$ cat config.mk
export PLATFORM = sky130hd
export DESIGN_NAME = clock_frame_table_core_flat
export DESIGN_NICKNAME = d
export VERILOG_FILES = /design/src/hdl/clkft_pkg.sv /design/src/hdl/clkft_chan_if.sv /design/src/hdl/clock_frame_table_core.sv /design/src/hdl/clkft_dpath.sv /design/src/hdl/clkft_ctrl.sv /design/src/flat_wrapper.sv
export SDC_FILE = /design/constraint.sdc
export NUM_CORES = 1
export LEC_CHECK = 0
export ABC_CLOCK_PERIOD_IN_PS = 6500
export BUFFER_PORTS_ARGS = -buffer_cell sky130_fd_sc_hd__buf_2
export CAP_MARGIN = 10
export CORE_MARGIN = 5
export CORE_UTILIZATION = 40
export CTS_CLUSTER_DIAMETER = 30
export DETAILED_ROUTE_END_ITERATION = 12
export PLACE_DENSITY = 0.69
export SLEW_MARGIN = 25
export SYNTH_ARGS = -nofsm -noshare
export SYNTH_HDL_FRONTEND = slang
export SYNTH_SLANG_ARGS = --single-unit
$ cat constraint.sdc
create_clock -name clock -period 6.5 [get_ports clock]
set_input_delay 0.975 -clock clock [delete_from_list [all_inputs] [get_ports clock]]
set_output_delay 0.975 -clock clock [all_outputs]
set_load 0.03 [all_outputs]
$ cat src/hdl/clkft_pkg.sv
// Package for the clock frame table: widths, request and result codes,
// and the command and status records between controller and datapath.
// Used by every other file of the block.
`default_nettype none

package clkft_pkg;

   localparam int FRAMES  = 32;
   localparam int SLOT_W  = 5;
   localparam int SCAN_W  = 6;
   localparam int PAGE_W  = 20;
   localparam int OWNER_W = 8;
   localparam int FILE_W  = 8;
   localparam int KIND_W  = 3;
   localparam int STAT_W  = 3;
   localparam int LIMIT_W = 6;
   localparam int CSR_AW  = 3;
   localparam int CSR_DW  = 32;

   localparam logic [KIND_W-1:0] KIND_ALLOC  = 3'd0;
   localparam logic [KIND_W-1:0] KIND_ACCESS = 3'd1;
   localparam logic [KIND_W-1:0] KIND_FREE   = 3'd2;
   localparam logic [KIND_W-1:0] KIND_UNMAP  = 3'd3;
   localparam logic [KIND_W-1:0] KIND_REMOVE = 3'd4;
   localparam logic [KIND_W-1:0] KIND_LOOKUP = 3'd5;

   localparam logic [STAT_W-1:0] STAT_ALLOC   = 3'd0;
   localparam logic [STAT_W-1:0] STAT_EVICT   = 3'd1;
   localparam logic [STAT_W-1:0] STAT_REMOVED = 3'd2;
   localparam logic [STAT_W-1:0] STAT_HIT     = 3'd3;
   localparam logic [STAT_W-1:0] STAT_MISS    = 3'd4;

   localparam logic [CSR_AW-1:0]  CSR_FRAME_LIMIT = 3'd0;
   localparam logic [LIMIT_W-1:0] LIMIT_RESET     = 6'd32;

   typedef enum logic [2:0] {
      SCAN_HOLD,
      SCAN_ZERO,
      SCAN_HAND,
      SCAN_FRAME,
      SCAN_INC
   } scan_op_type;

   typedef enum logic [2:0] {
      OUT_NONE,
      OUT_ALLOC,
      OUT_EVICT,
      OUT_MISS,
      OUT_MISS_FI,
      OUT_FREED,
      OUT_HIT,
      OUT_PEND_MORE
   } out_op_type;

   typedef struct packed {
      logic        req_load;
      scan_op_type scan_op;
      logic        fill;
      logic        acc_clear;
      logic        acc_set;
      logic        slot_clear;
      logic        hand_set;
      logic        pend_load;
      logic        pend_last;
      out_op_type  out_op;
   } dp_cmd_type;

   typedef struct packed {
      logic [KIND_W-1:0] kind;
      logic              cur_valid;
      logic              cur_acc;
      logic              cur_match;
      logic              at_limit;
      logic              scan_end;
      logic              any_valid;
      logic              o_free;
      logic              pend_valid;
   } dp_stat_type;

   typedef struct packed {
      logic [KIND_W-1:0]  kind;
      logic [PAGE_W-1:0]  page_number;
      logic [OWNER_W-1:0] owner_id;
      logic [SLOT_W-1:0]  frame_index;
      logic [FILE_W-1:0]  file_id;
      logic               mmap_flag;
      logic               zero_fill;
   } req_item_type;

endpackage

`default_nettype wire

$ cat src/hdl/clkft_chan_if.sv
// Channel interfaces of the clock frame table: request and result streams.
// Depends on clkft_pkg for field widths.
`default_nettype none

interface clkft_req_if import clkft_pkg::*; ();
   logic               valid;
   logic               ready;
   logic [KIND_W-1:0]  kind;
   logic [PAGE_W-1:0]  page_number;
   logic [OWNER_W-1:0] owner_id;
   logic [SLOT_W-1:0]  frame_index;
   logic [FILE_W-1:0]  file_id;
   logic               mmap_flag;
   logic               zero_fill;

   modport source (output valid, kind, page_number, owner_id, frame_index, file_id,
                   mmap_flag, zero_fill, input ready);
   modport sink   (input valid, kind, page_number, owner_id, frame_index, file_id,
                   mmap_flag, zero_fill, output ready);
endinterface

interface clkft_rsp_if import clkft_pkg::*; ();
   logic               valid;
   logic               ready;
   logic [STAT_W-1:0]  status;
   logic [SLOT_W-1:0]  out_frame;
   logic [PAGE_W-1:0]  out_page;
   logic [OWNER_W-1:0] out_owner;
   logic               swap_out;
   logic               write_back;
   logic [FILE_W-1:0]  out_file;
   logic               clear_frame;
   logic               last;

   modport source (output valid, status, out_frame, out_page, out_owner, swap_out,
                   write_back, out_file, clear_frame, last, input ready);
   modport sink   (input valid, status, out_frame, out_page, out_owner, swap_out,
                   write_back, out_file, clear_frame, last, output ready);
endinterface

`default_nettype wire

$ cat src/hdl/clock_frame_table_core.sv
// Clock frame table top level: 32 frame slots with second-chance eviction.
// Access, free and lookup requests use the one slot that they name, unknown kinds miss;
// allocate takes the first free slot below the frame limit, else, if any slot is valid,
// sweeps the clock from the hand and evicts, and misses otherwise; unmap and remove walk
// all 32 slots. One request at a time; the clock sweep and the slot walk step one slot
// per cycle, but a walk holds on a match while an earlier match waits to move out.
// Synchronous reset empties the table, sets the hand to 0 and frame_limit to 32.
`default_nettype none

module clock_frame_table_core import clkft_pkg::*; (
   input  wire logic              clock,
   input  wire logic              reset,
   clkft_req_if.sink              req_ch,
   clkft_rsp_if.source            rsp_ch,
   input  wire logic              csr_psel,
   input  wire logic              csr_penable,
   input  wire logic              csr_pwrite,
   input  wire logic [CSR_AW-1:0] csr_paddr,
   input  wire logic [CSR_DW-1:0] csr_pwdata,
   output logic [CSR_DW-1:0]      csr_prdata,
   output logic                   csr_pready
);

   logic [LIMIT_W-1:0] frame_limit_ff;
   dp_cmd_type         cmd;
   dp_stat_type        stat;
   req_item_type       req_item;
   logic               ready;

   assign csr_pready = 1'b1;
   assign csr_prdata = (csr_paddr == CSR_FRAME_LIMIT) ?
                       CSR_DW'(frame_limit_ff) : '0;

   always_ff @(posedge clock) begin
      if (reset) begin
         frame_limit_ff <= LIMIT_RESET;
      end else if (csr_psel && csr_penable && csr_pwrite && csr_paddr == CSR_FRAME_LIMIT) begin
         frame_limit_ff <= csr_pwdata[LIMIT_W-1:0];
      end
   end

   assign req_ch.ready = ready;

   always_comb begin
      req_item.kind        = req_ch.kind;
      req_item.page_number = req_ch.page_number;
      req_item.owner_id    = req_ch.owner_id;
      req_item.frame_index = req_ch.frame_index;
      req_item.file_id     = req_ch.file_id;
      req_item.mmap_flag   = req_ch.mmap_flag;
      req_item.zero_fill   = req_ch.zero_fill;
   end

   clkft_ctrl u_ctrl (
      .clock      (clock),
      .reset      (reset),
      .req_accept (req_ch.valid && ready),
      .stat       (stat),
      .req_ready  (ready),
      .cmd        (cmd)
   );

   clkft_dpath u_dpath (
      .clock       (clock),
      .reset       (reset),
      .req_item    (req_item),
      .frame_limit (frame_limit_ff),
      .cmd         (cmd),
      .stat        (stat),
      .rsp         (rsp_ch)
   );

endmodule

`default_nettype wire

$ cat src/hdl/clkft_dpath.sv
// Datapath of the clock frame table: slot storage, clock hand, scan pointer,
// pending walk result and the result register. Depends on clkft_pkg and clkft_chan_if.
`default_nettype none

module clkft_dpath import clkft_pkg::*; (
   input  wire logic               clock,
   input  wire logic               reset,
   input  wire req_item_type       req_item,
   input  wire logic [LIMIT_W-1:0] frame_limit,
   input  wire dp_cmd_type         cmd,
   output dp_stat_type             stat,
   clkft_rsp_if.source             rsp
);

   // latched request
   req_item_type req_ff;

   logic [SCAN_W-1:0] scan_ff, scan_in;
   logic [SLOT_W-1:0] hand_ff;
   logic [FRAMES-1:0] valid_ff;
   logic [FRAMES-1:0] acc_ff;
   logic [FRAMES-1:0] mapped_ff;
   logic [PAGE_W-1:0]  page_ff  [FRAMES];
   logic [OWNER_W-1:0] owner_ff [FRAMES];
   logic [FILE_W-1:0]  file_ff  [FRAMES];

   logic               pend_valid_ff;
   logic [SLOT_W-1:0]  pend_frame_ff;
   logic [PAGE_W-1:0]  pend_page_ff;
   logic [OWNER_W-1:0] pend_owner_ff;
   logic               pend_mapped_ff;
   logic [FILE_W-1:0]  pend_file_ff;

   logic               rsp_valid_ff, rsp_valid_in;
   logic [STAT_W-1:0]  status_ff, status_in;
   logic [SLOT_W-1:0]  frame_ff, frame_in;
   logic [PAGE_W-1:0]  opage_ff, opage_in;
   logic [OWNER_W-1:0] oowner_ff, oowner_in;
   logic               swap_ff, swap_in;
   logic               wb_ff, wb_in;
   logic [FILE_W-1:0]  ofile_ff, ofile_in;
   logic               clear_ff, clear_in;
   logic               last_ff, last_in;

   logic [SLOT_W-1:0]  cur;
   logic [LIMIT_W-1:0] lim;
   logic               o_free;

   assign cur    = scan_ff[SLOT_W-1:0];
   assign lim    = (frame_limit > LIMIT_W'(FRAMES)) ? LIMIT_W'(FRAMES) : frame_limit;
   assign o_free = !rsp_valid_ff || rsp.ready;

   always_comb begin
      stat.kind       = req_ff.kind;
      stat.cur_valid  = valid_ff[cur];
      stat.cur_acc    = acc_ff[cur];
      if (req_ff.kind == KIND_UNMAP) begin
         stat.cur_match = mapped_ff[cur] && (file_ff[cur] == req_ff.file_id);
      end else begin
         stat.cur_match = owner_ff[cur] == req_ff.owner_id;
      end
      stat.at_limit   = scan_ff >= SCAN_W'(lim);
      stat.scan_end   = scan_ff == SCAN_W'(FRAMES);
      stat.any_valid  = |valid_ff;
      stat.o_free     = o_free;
      stat.pend_valid = pend_valid_ff;
   end

   always_comb begin
      case (cmd.scan_op)
         SCAN_ZERO:  scan_in = '0;
         SCAN_HAND:  scan_in = SCAN_W'(hand_ff);
         SCAN_FRAME: scan_in = SCAN_W'(req_ff.frame_index);
         SCAN_INC:   scan_in = scan_ff + SCAN_W'(1);
         default:    scan_in = scan_ff;
      endcase
   end

   always_ff @(posedge clock) begin
      if (reset) begin
         scan_ff       <= '0;
         hand_ff       <= '0;
         valid_ff      <= '0;
         pend_valid_ff <= 1'b0;
         rsp_valid_ff  <= 1'b0;
      end else begin
         scan_ff      <= scan_in;
         rsp_valid_ff <= rsp_valid_in;
         if (cmd.hand_set) begin
            hand_ff <= cur + SLOT_W'(1);
         end
         if (cmd.fill) begin
            valid_ff[cur] <= 1'b1;
         end else if (cmd.slot_clear) begin
            valid_ff[cur] <= 1'b0;
         end
         if (cmd.pend_load) begin
            pend_valid_ff <= 1'b1;
         end else if (cmd.pend_last) begin
            pend_valid_ff <= 1'b0;
         end
      end
   end

   // payload storage, no reset
   always_ff @(posedge clock) begin
      if (cmd.req_load) begin
         req_ff <= req_item;
      end
      if (cmd.fill) begin
         page_ff[cur]   <= req_ff.page_number;
         owner_ff[cur]  <= req_ff.owner_id;
         file_ff[cur]   <= req_ff.file_id;
         mapped_ff[cur] <= req_ff.mmap_flag;
         acc_ff[cur]    <= 1'b0;
      end else if (cmd.acc_clear) begin
         acc_ff[cur] <= 1'b0;
      end else if (cmd.acc_set) begin
         acc_ff[cur] <= 1'b1;
      end
      if (cmd.pend_load) begin
         pend_frame_ff  <= cur;
         pend_page_ff   <= page_ff[cur];
         pend_owner_ff  <= owner_ff[cur];
         pend_mapped_ff <= mapped_ff[cur];
         pend_file_ff   <= mapped_ff[cur] ? file_ff[cur] : '0;
      end
      status_ff <= status_in;
      frame_ff  <= frame_in;
      opage_ff  <= opage_in;
      oowner_ff <= oowner_in;
      swap_ff   <= swap_in;
      wb_ff     <= wb_in;
      ofile_ff  <= ofile_in;
      clear_ff  <= clear_in;
      last_ff   <= last_in;
   end

   always_comb begin
      rsp_valid_in = rsp_valid_ff && !rsp.ready;
      status_in    = status_ff;
      frame_in     = frame_ff;
      opage_in     = opage_ff;
      oowner_in    = oowner_ff;
      swap_in      = swap_ff;
      wb_in        = wb_ff;
      ofile_in     = ofile_ff;
      clear_in     = clear_ff;
      last_in      = last_ff;
      if (cmd.out_op != OUT_NONE || cmd.pend_last) begin
         rsp_valid_in = 1'b1;
         status_in    = STAT_MISS;
         frame_in     = '0;
         opage_in     = '0;
         oowner_in    = '0;
         swap_in      = 1'b0;
         wb_in        = 1'b0;
         ofile_in     = '0;
         clear_in     = 1'b0;
         last_in      = 1'b1;
      end
      if (cmd.pend_last) begin
         status_in = STAT_REMOVED;
         frame_in  = pend_frame_ff;
         opage_in  = pend_page_ff;
         oowner_in = pend_owner_ff;
         wb_in     = pend_mapped_ff;
         ofile_in  = pend_file_ff;
      end
      case (cmd.out_op)
         OUT_ALLOC: begin
            status_in = STAT_ALLOC;
            frame_in  = cur;
            clear_in  = req_ff.zero_fill;
         end
         OUT_EVICT: begin
            status_in = STAT_EVICT;
            frame_in  = cur;
            opage_in  = page_ff[cur];
            oowner_in = owner_ff[cur];
            swap_in   = 1'b1;
            wb_in     = mapped_ff[cur];
            ofile_in  = mapped_ff[cur] ? file_ff[cur] : '0;
            clear_in  = req_ff.zero_fill;
         end
         OUT_MISS_FI: begin
            frame_in = req_ff.frame_index;
         end
         OUT_FREED, OUT_HIT: begin
            status_in = (cmd.out_op == OUT_FREED) ? STAT_REMOVED : STAT_HIT;
            frame_in  = cur;
            opage_in  = page_ff[cur];
            oowner_in = owner_ff[cur];
         end
         OUT_PEND_MORE: begin
            status_in = STAT_REMOVED;
            frame_in  = pend_frame_ff;
            opage_in  = pend_page_ff;
            oowner_in = pend_owner_ff;
            wb_in     = pend_mapped_ff;
            ofile_in  = pend_file_ff;
            last_in   = 1'b0;
         end
         default: begin
         end
      endcase
   end

   assign rsp.valid       = rsp_valid_ff;
   assign rsp.status      = status_ff;
   assign rsp.out_frame   = frame_ff;
   assign rsp.out_page    = opage_ff;
   assign rsp.out_owner   = oowner_ff;
   assign rsp.swap_out    = swap_ff;
   assign rsp.write_back  = wb_ff;
   assign rsp.out_file    = ofile_ff;
   assign rsp.clear_frame = clear_ff;
   assign rsp.last        = last_ff;

   a_no_overwrite: assert property (@(posedge clock) disable iff (reset)
      (cmd.out_op != OUT_NONE || cmd.pend_last) |-> o_free)
      else $error("result register overwritten");

   a_fill_empty: assert property (@(posedge clock) disable iff (reset)
      cmd.fill |-> (!valid_ff[cur] || cmd.out_op == OUT_EVICT))
      else $error("fill over a live slot without eviction");

   a_pend_flush: assert property (@(posedge clock) disable iff (reset)
      (cmd.pend_load && pend_valid_ff) |-> cmd.out_op == OUT_PEND_MORE)
      else $error("pending walk result dropped");

   a_reset_empty: assert property (@(posedge clock)
      reset |=> (valid_ff == '0 && !rsp_valid_ff))
      else $error("table not empty after reset");

endmodule

`default_nettype wire

$ cat src/hdl/clkft_ctrl.sv
// Controller of the clock frame table: sequences free scan, clock sweep,
// walks and single-slot requests. Depends on clkft_pkg.
`default_nettype none

module clkft_ctrl import clkft_pkg::*; (
   input  wire logic        clock,
   input  wire logic        reset,
   input  wire logic        req_accept,
   input  wire dp_stat_type stat,
   output logic             req_ready,
   output dp_cmd_type       cmd
);

   typedef enum logic [2:0] {
      ST_IDLE,
      ST_DISPATCH,
      ST_FREE_SCAN,
      ST_SWEEP,
      ST_SINGLE,
      ST_WALK,
      ST_WALK_END,
      ST_MISS
   } state_type;

   state_type state_ff, state_in;
   logic      ready_ff, ready_in;

   assign req_ready = ready_ff;

   always_comb begin
      cmd      = '0;
      state_in = state_ff;
      ready_in = ready_ff;
      case (state_ff)
         ST_IDLE: begin
            if (req_accept) begin
               cmd.req_load = 1'b1;
               state_in     = ST_DISPATCH;
               ready_in     = 1'b0;
            end
         end
         ST_DISPATCH: begin
            case (stat.kind)
               KIND_ALLOC: begin
                  cmd.scan_op = SCAN_ZERO;
                  state_in    = ST_FREE_SCAN;
               end
               KIND_ACCESS, KIND_FREE, KIND_LOOKUP: begin
                  cmd.scan_op = SCAN_FRAME;
                  state_in    = ST_SINGLE;
               end
               KIND_UNMAP, KIND_REMOVE: begin
                  cmd.scan_op = SCAN_ZERO;
                  state_in    = ST_WALK;
               end
               default: state_in = ST_MISS;
            endcase
         end
         ST_FREE_SCAN: begin
            if (stat.at_limit) begin
               if (stat.any_valid) begin
                  cmd.scan_op = SCAN_HAND;
                  state_in    = ST_SWEEP;
               end else begin
                  state_in = ST_MISS;
               end
            end else if (!stat.cur_valid) begin
               if (stat.o_free) begin
                  cmd.fill   = 1'b1;
                  cmd.out_op = OUT_ALLOC;
                  state_in   = ST_IDLE;
                  ready_in   = 1'b1;
               end
            end else begin
               cmd.scan_op = SCAN_INC;
            end
         end
         ST_SWEEP: begin
            // second chance: clear a set accessed bit and pass over the slot
            if (stat.cur_valid && !stat.cur_acc) begin
               if (stat.o_free) begin
                  cmd.out_op   = OUT_EVICT;
                  cmd.fill     = 1'b1;
                  cmd.hand_set = 1'b1;
                  state_in     = ST_IDLE;
                  ready_in     = 1'b1;
               end
            end else begin
               cmd.acc_clear = stat.cur_valid;
               cmd.scan_op   = SCAN_INC;
            end
         end
         ST_SINGLE: begin
            if (stat.o_free) begin
               state_in = ST_IDLE;
               ready_in = 1'b1;
               if (!stat.cur_valid) begin
                  cmd.out_op = OUT_MISS_FI;
               end else if (stat.kind == KIND_FREE) begin
                  cmd.out_op     = OUT_FREED;
                  cmd.slot_clear = 1'b1;
               end else begin
                  cmd.out_op  = OUT_HIT;
                  cmd.acc_set = stat.kind == KIND_ACCESS;
               end
            end
         end
         ST_WALK: begin
            if (stat.scan_end) begin
               state_in = ST_WALK_END;
            end else if (stat.cur_valid && stat.cur_match) begin
               // hold the match until the previous one can move out
               if (!stat.pend_valid || stat.o_free) begin
                  if (stat.pend_valid) begin
                     cmd.out_op = OUT_PEND_MORE;
                  end
                  cmd.pend_load  = 1'b1;
                  cmd.slot_clear = 1'b1;
                  cmd.scan_op    = SCAN_INC;
               end
            end else begin
               cmd.scan_op = SCAN_INC;
            end
         end
         ST_WALK_END: begin
            if (stat.o_free) begin
               if (stat.pend_valid) begin
                  cmd.pend_last = 1'b1;
               end else begin
                  cmd.out_op = OUT_MISS;
               end
               state_in = ST_IDLE;
               ready_in = 1'b1;
            end
         end
         ST_MISS: begin
            if (stat.o_free) begin
               cmd.out_op = OUT_MISS;
               state_in   = ST_IDLE;
               ready_in   = 1'b1;
            end
         end
         default: begin
            state_in = ST_IDLE;
            ready_in = 1'b1;
         end
      endcase
   end

   always_ff @(posedge clock) begin
      if (reset) begin
         state_ff <= ST_IDLE;
         ready_ff <= 1'b1;
      end else begin
         state_ff <= state_in;
         ready_ff <= ready_in;
      end
   end

endmodule

`default_nettype wire

$ cat src/flat_wrapper.sv
// flat-port wrapper written by rule: the top's interface ports become plain ports
module clock_frame_table_core_flat import clkft_pkg::*;
  (clock, reset, csr_psel, csr_penable, csr_pwrite, csr_paddr, csr_pwdata, csr_prdata, csr_pready, req_ch_valid, req_ch_kind, req_ch_page_number, req_ch_owner_id, req_ch_frame_index, req_ch_file_id, req_ch_mmap_flag, req_ch_zero_fill, req_ch_ready, rsp_ch_valid, rsp_ch_status, rsp_ch_out_frame, rsp_ch_out_page, rsp_ch_out_owner, rsp_ch_swap_out, rsp_ch_write_back, rsp_ch_out_file, rsp_ch_clear_frame, rsp_ch_last, rsp_ch_ready);
  clkft_req_if req_ch_i ();
  clkft_rsp_if rsp_ch_i ();
  input  wire logic clock;
  input  wire logic reset;
  input  wire logic csr_psel;
  input  wire logic csr_penable;
  input  wire logic csr_pwrite;
  input  wire logic [CSR_AW-1:0] csr_paddr;
  input  wire logic [CSR_DW-1:0] csr_pwdata;
  output logic [CSR_DW-1:0] csr_prdata;
  output logic csr_pready;
  input wire logic [$bits(req_ch_i.valid)-1:0] req_ch_valid;
  input wire logic [$bits(req_ch_i.kind)-1:0] req_ch_kind;
  input wire logic [$bits(req_ch_i.page_number)-1:0] req_ch_page_number;
  input wire logic [$bits(req_ch_i.owner_id)-1:0] req_ch_owner_id;
  input wire logic [$bits(req_ch_i.frame_index)-1:0] req_ch_frame_index;
  input wire logic [$bits(req_ch_i.file_id)-1:0] req_ch_file_id;
  input wire logic [$bits(req_ch_i.mmap_flag)-1:0] req_ch_mmap_flag;
  input wire logic [$bits(req_ch_i.zero_fill)-1:0] req_ch_zero_fill;
  output wire logic [$bits(req_ch_i.ready)-1:0] req_ch_ready;
  output wire logic [$bits(rsp_ch_i.valid)-1:0] rsp_ch_valid;
  output wire logic [$bits(rsp_ch_i.status)-1:0] rsp_ch_status;
  output wire logic [$bits(rsp_ch_i.out_frame)-1:0] rsp_ch_out_frame;
  output wire logic [$bits(rsp_ch_i.out_page)-1:0] rsp_ch_out_page;
  output wire logic [$bits(rsp_ch_i.out_owner)-1:0] rsp_ch_out_owner;
  output wire logic [$bits(rsp_ch_i.swap_out)-1:0] rsp_ch_swap_out;
  output wire logic [$bits(rsp_ch_i.write_back)-1:0] rsp_ch_write_back;
  output wire logic [$bits(rsp_ch_i.out_file)-1:0] rsp_ch_out_file;
  output wire logic [$bits(rsp_ch_i.clear_frame)-1:0] rsp_ch_clear_frame;
  output wire logic [$bits(rsp_ch_i.last)-1:0] rsp_ch_last;
  input wire logic [$bits(rsp_ch_i.ready)-1:0] rsp_ch_ready;
  assign req_ch_i.valid = req_ch_valid;
  assign req_ch_i.kind = req_ch_kind;
  assign req_ch_i.page_number = req_ch_page_number;
  assign req_ch_i.owner_id = req_ch_owner_id;
  assign req_ch_i.frame_index = req_ch_frame_index;
  assign req_ch_i.file_id = req_ch_file_id;
  assign req_ch_i.mmap_flag = req_ch_mmap_flag;
  assign req_ch_i.zero_fill = req_ch_zero_fill;
  assign req_ch_ready = req_ch_i.ready;
  assign rsp_ch_valid = rsp_ch_i.valid;
  assign rsp_ch_status = rsp_ch_i.status;
  assign rsp_ch_out_frame = rsp_ch_i.out_frame;
  assign rsp_ch_out_page = rsp_ch_i.out_page;
  assign rsp_ch_out_owner = rsp_ch_i.out_owner;
  assign rsp_ch_swap_out = rsp_ch_i.swap_out;
  assign rsp_ch_write_back = rsp_ch_i.write_back;
  assign rsp_ch_out_file = rsp_ch_i.out_file;
  assign rsp_ch_clear_frame = rsp_ch_i.clear_frame;
  assign rsp_ch_last = rsp_ch_i.last;
  assign rsp_ch_i.ready = rsp_ch_ready;
  clock_frame_table_core u_core (.clock(clock), .reset(reset), .req_ch(req_ch_i), .rsp_ch(rsp_ch_i), .csr_psel(csr_psel), .csr_penable(csr_penable), .csr_pwrite(csr_pwrite), .csr_paddr(csr_paddr), .csr_pwdata(csr_pwdata), .csr_prdata(csr_prdata), .csr_pready(csr_pready));
endmodule
==> metrics.md <==
| Metric | Value |
|---|---|
| Synth Instances | 2892 |
| Yosys reg bits | 1412 |
| Synth cell types | 73 |
| Final Setup Violations | 0 |
| PD cells | 432 nW/um^2 |
| Crit path DAT | 6.41 ns |
| Placer Congestion | 0.810 |
| Final #Nets | 3279 |
| I/O pin cnt | 171 |
| Register area share after synthesis | 75.1% |
| Syn Area/Cell | 19.2 um^2 |
| Port Buffers | 117 |
| CP Capture Type | flip-flop |
| Run status | complete, no violations |
| Die area | 147000 um^2 |
| Area contributors post-synth | edfxtp_1 73%, mux4_2 11%, mux2i_1 3.1% |
| Pins Over Slew Limit | 0 |
| Drt pass-1 iters | 6 |
| Row count | 136 |
| Total grt overflow | 0 |
| First-pass GRT wire length | 202 mm |
| H-Tree Level Count | 4 |
| Horiz. Die Dim | 383 um |
| Leak pwr | 0.0211 uW |
| Drt first-iter violations | 3360 |
| CTS max path bufs | 3 |
| Crit Path Category | reg -> reg |
| Fraction of registers with async set or reset after synthesis | 0% |
| Final wirelength | 140 mm |
| Crit Path Max Fanout | 33 |
| # resized after CTS | 0 |
| Startpoint types | flip-flop |
| Setup TNS | 0 ns |
| Required @ worst endpoint | 7.17 ns |
| Top FF cell, synth | edfxtp_1 |
| Die Height | 383 um |
| Rel. slew slack | 29.9% |
| Mapped Area | 55700 um^2 |
| Cell Area, Placed | 59200 um^2 |
| RSZ-0062 raised after global routing | no |
| Final Hold Fails | 0 |
| Antenna-violating nets left | 0 |
| Achievable frequency | 174 MHz |
| WL/cell | 27.2 um |
| # Max-Cap Violations | 0 |
| Root buf cell | clkbuf_16 |
| Vias per inst | 5.75 |
| Filler cell count | 11100 |
| Vias | 29600 |
| Layout area overhead | 19.2% |
| CTS buffer count | 203 |
| Post-synth top area cell | edfxtp_1 |
| Initial antenna violation count | 4 |
| All-Layer GR Usage | 18.9% |
| DRC Markers | 0 |
| Clk_lat worst skew | 0.82 ns |
| Ys Warns | 0 |
| Worst vdd ir | 295 uV |
| Largest net degree at the start of global routing | 77 |
| Worst Skew | 0.0412 ns |
| Min-delay worst type | in -> reg |
| DP Wirelength | 75.1 mm |
| Fin area | 66300 um^2 |
| Post-CTS Setup Bufs | 0 |
| Initial Util | 40.4% |
| Core area | 138000 um^2 |
| Worst-margin pin slew | 1.05 ns |
| # diodes | 0 |
| Number of global-route vias before repair | 29300 |
| Synth top area share | 72.8% |
| Clock sink count | 1412 |
| Clk slew on worst S/H paths | 0.06 ns |
| Share of cells above drive strength 1 | 28.1% |
| CTS tree | built |
| Period utilisation layout | 88.2% |
| Hold buffers post-CTS | 0 |
| Post-route minimum period | 5.73 ns |
| EDFF count, synth | 1350 |
## registers in the layout, indices dropped and copies added, names as in the netlist, 3 cells and up, named ones only
signal                        cells
u_core.u_dpath.pend_owner_ff      8
u_core.u_dpath.req_ff            43
u_core.u_dpath.stat               3
u_core.u_ctrl.state_ff            3
u_core.u_dpath.rsp.status         3
u_core.u_dpath.owner_ff         256
u_core.u_dpath.rsp.out_page      20
u_core.u_dpath.mapped_ff         32
u_core.u_dpath.rsp.out_owner      8
u_core.u_dpath.scan_ff            6
u_core.u_dpath.pend_frame_ff      5
u_core.u_dpath.pend_page_ff      20
u_core.u_dpath.file_ff          256
u_core.u_dpath.hand_ff            5
u_core.u_dpath.page_ff          640
u_core.u_dpath.rsp.out_frame      5
u_core.u_dpath.pend_file_ff       8
u_core.u_dpath.rsp.out_file       8
u_core.frame_limit_ff             6
## stage by stage
step           util (%)  cells  setup WS [ns]  power [uW]  hold WS [ns]
6_report           48.1   5143          0.765       28700         0.330
5_1_grt            48.1   5143          0.391       29800         0.306
4_1_cts            48.1   5140          0.808       28800         0.277
3_5_place_dp       42.9   4762          0.834       17600         0.490
3_3_place_gp       42.9   4762          0.879       17500         0.473
2_1_floorplan         -   2917         0.0644       15500         0.459
## worst max-delay path, stage by stage, from the launching register on
cell      delay (ns)
dfxtp_4         0.78
buf_4           0.29
mux4_2          0.50
mux4_2          0.48
nand2_1         0.09
nand2_1         0.11
xor2_1          0.62
nor3_1          0.09
and4_1          0.29
o211ai_2        0.30
a21oi_1         0.13
a211o_1         0.36
inv_1           0.10
ha_1            0.21
a21o_2          0.79
buf_4           0.27
a22o_1          0.13
## cell families (layout without fill, tap and decap cells)
group | after synthesis | after routing | share of synthesized area [%]
compound gates | 353 | 353 | 4.33
xor+xnor | 14 | 14 | 0.220
fa+ha+maj | 15 | 15 | 0.337
buf+inv | 206 | 638 | 1.80
flops | 1412 | 1412 | 75.1
mux | 458 | 458 | 14.7
other cells | 2 | 27 | 0.0135
simple gates | 432 | 432 | 3.57
## Yosys cell counts (all sizes together) (3+ instances only)
| cell | instances |
|---|---|
| o2111ai | 4 |
| nor2 | 83 |
| or3 | 6 |
| o211ai | 7 |
| and2 | 9 |
| nand2 | 167 |
| a311oi | 3 |
| clkbuf | 101 |
| nand2b | 9 |
| mux2i | 172 |
| a21oi | 128 |
| edfxtp | 1350 |
| a22o | 37 |
| a22oi | 93 |
| dfxtp | 62 |
| inv | 19 |
| a31oi | 6 |
| and4 | 3 |
| xnor2 | 4 |
| a211oi | 12 |
| nor3 | 16 |
| o21ai | 15 |
| buf | 85 |
| and3 | 8 |
| nand3 | 79 |
| o31ai | 4 |
| a221oi | 7 |
| nor2b | 20 |
| ha | 15 |
| a21o | 17 |
| or2 | 4 |
| nand4 | 7 |
| xor2 | 10 |
| mux4 | 284 |
| nor4 | 13 |
## path summary, 6_finish.rpt
kind,startpoint,endpoint,slack (ns),cells after the start
worst max-delay path,flip-flop,u_core.u_dpath.rsp.out_owner[2],0.77,16
worst min-delay path,req_ch_page_number[13],u_core.u_dpath.req_ff[36],0.33,1
worst max register to register,flip-flop,u_core.u_dpath.rsp.out_owner[2],0.77,16
worst min register to register,u_core.u_dpath.hand_ff[2],u_core.u_dpath.hand_ff[2],0.49,2
## layer usage
layer	GRT usage, %	vias to the layer above	part of all wire (%)
met5	0	-	0.018
met2	29.4	1578	47
met1	26.4	15300	41
li1	-	12400	-
met3	4.67	239	10
met4	6.35	4	2.7
## where the power goes
| part | switching [uW] | internal (uW) | leakage [uW] |
|---|---|---|---|
| Clock | 4290 | 6940 | 0.00344 |
| Combinational | 3470 | 2300 | 0.00501 |
| Sequential | 665 | 11000 | 0.0127 |
## layout make-up
cell class	count	area [um^2]	area share [%]
timing repair buffer	240	1810	2.73
multi-input combinational	1299	13300	20.0
tap	1794	2240	3.38
inverter	20	75.1	0.113
sequential	1412	41800	63.0
clock inverter	150	1880	2.84
clock buffer	228	5250	7.91
## layout by cell type, fill, tap and decap left out, drive strengths merged, types with 37 or more instances in the layout
cell type	instances
clkinv	71
buf	240
clkbuf	228
a22oi	93
a21oi	128
mux4	284
nor2	83
dfxtp	62
nand2	167
nand3	79
inv	56
a22o	37
mux2i	172
edfxtp	1350
(Power assumes the default switching activity.)
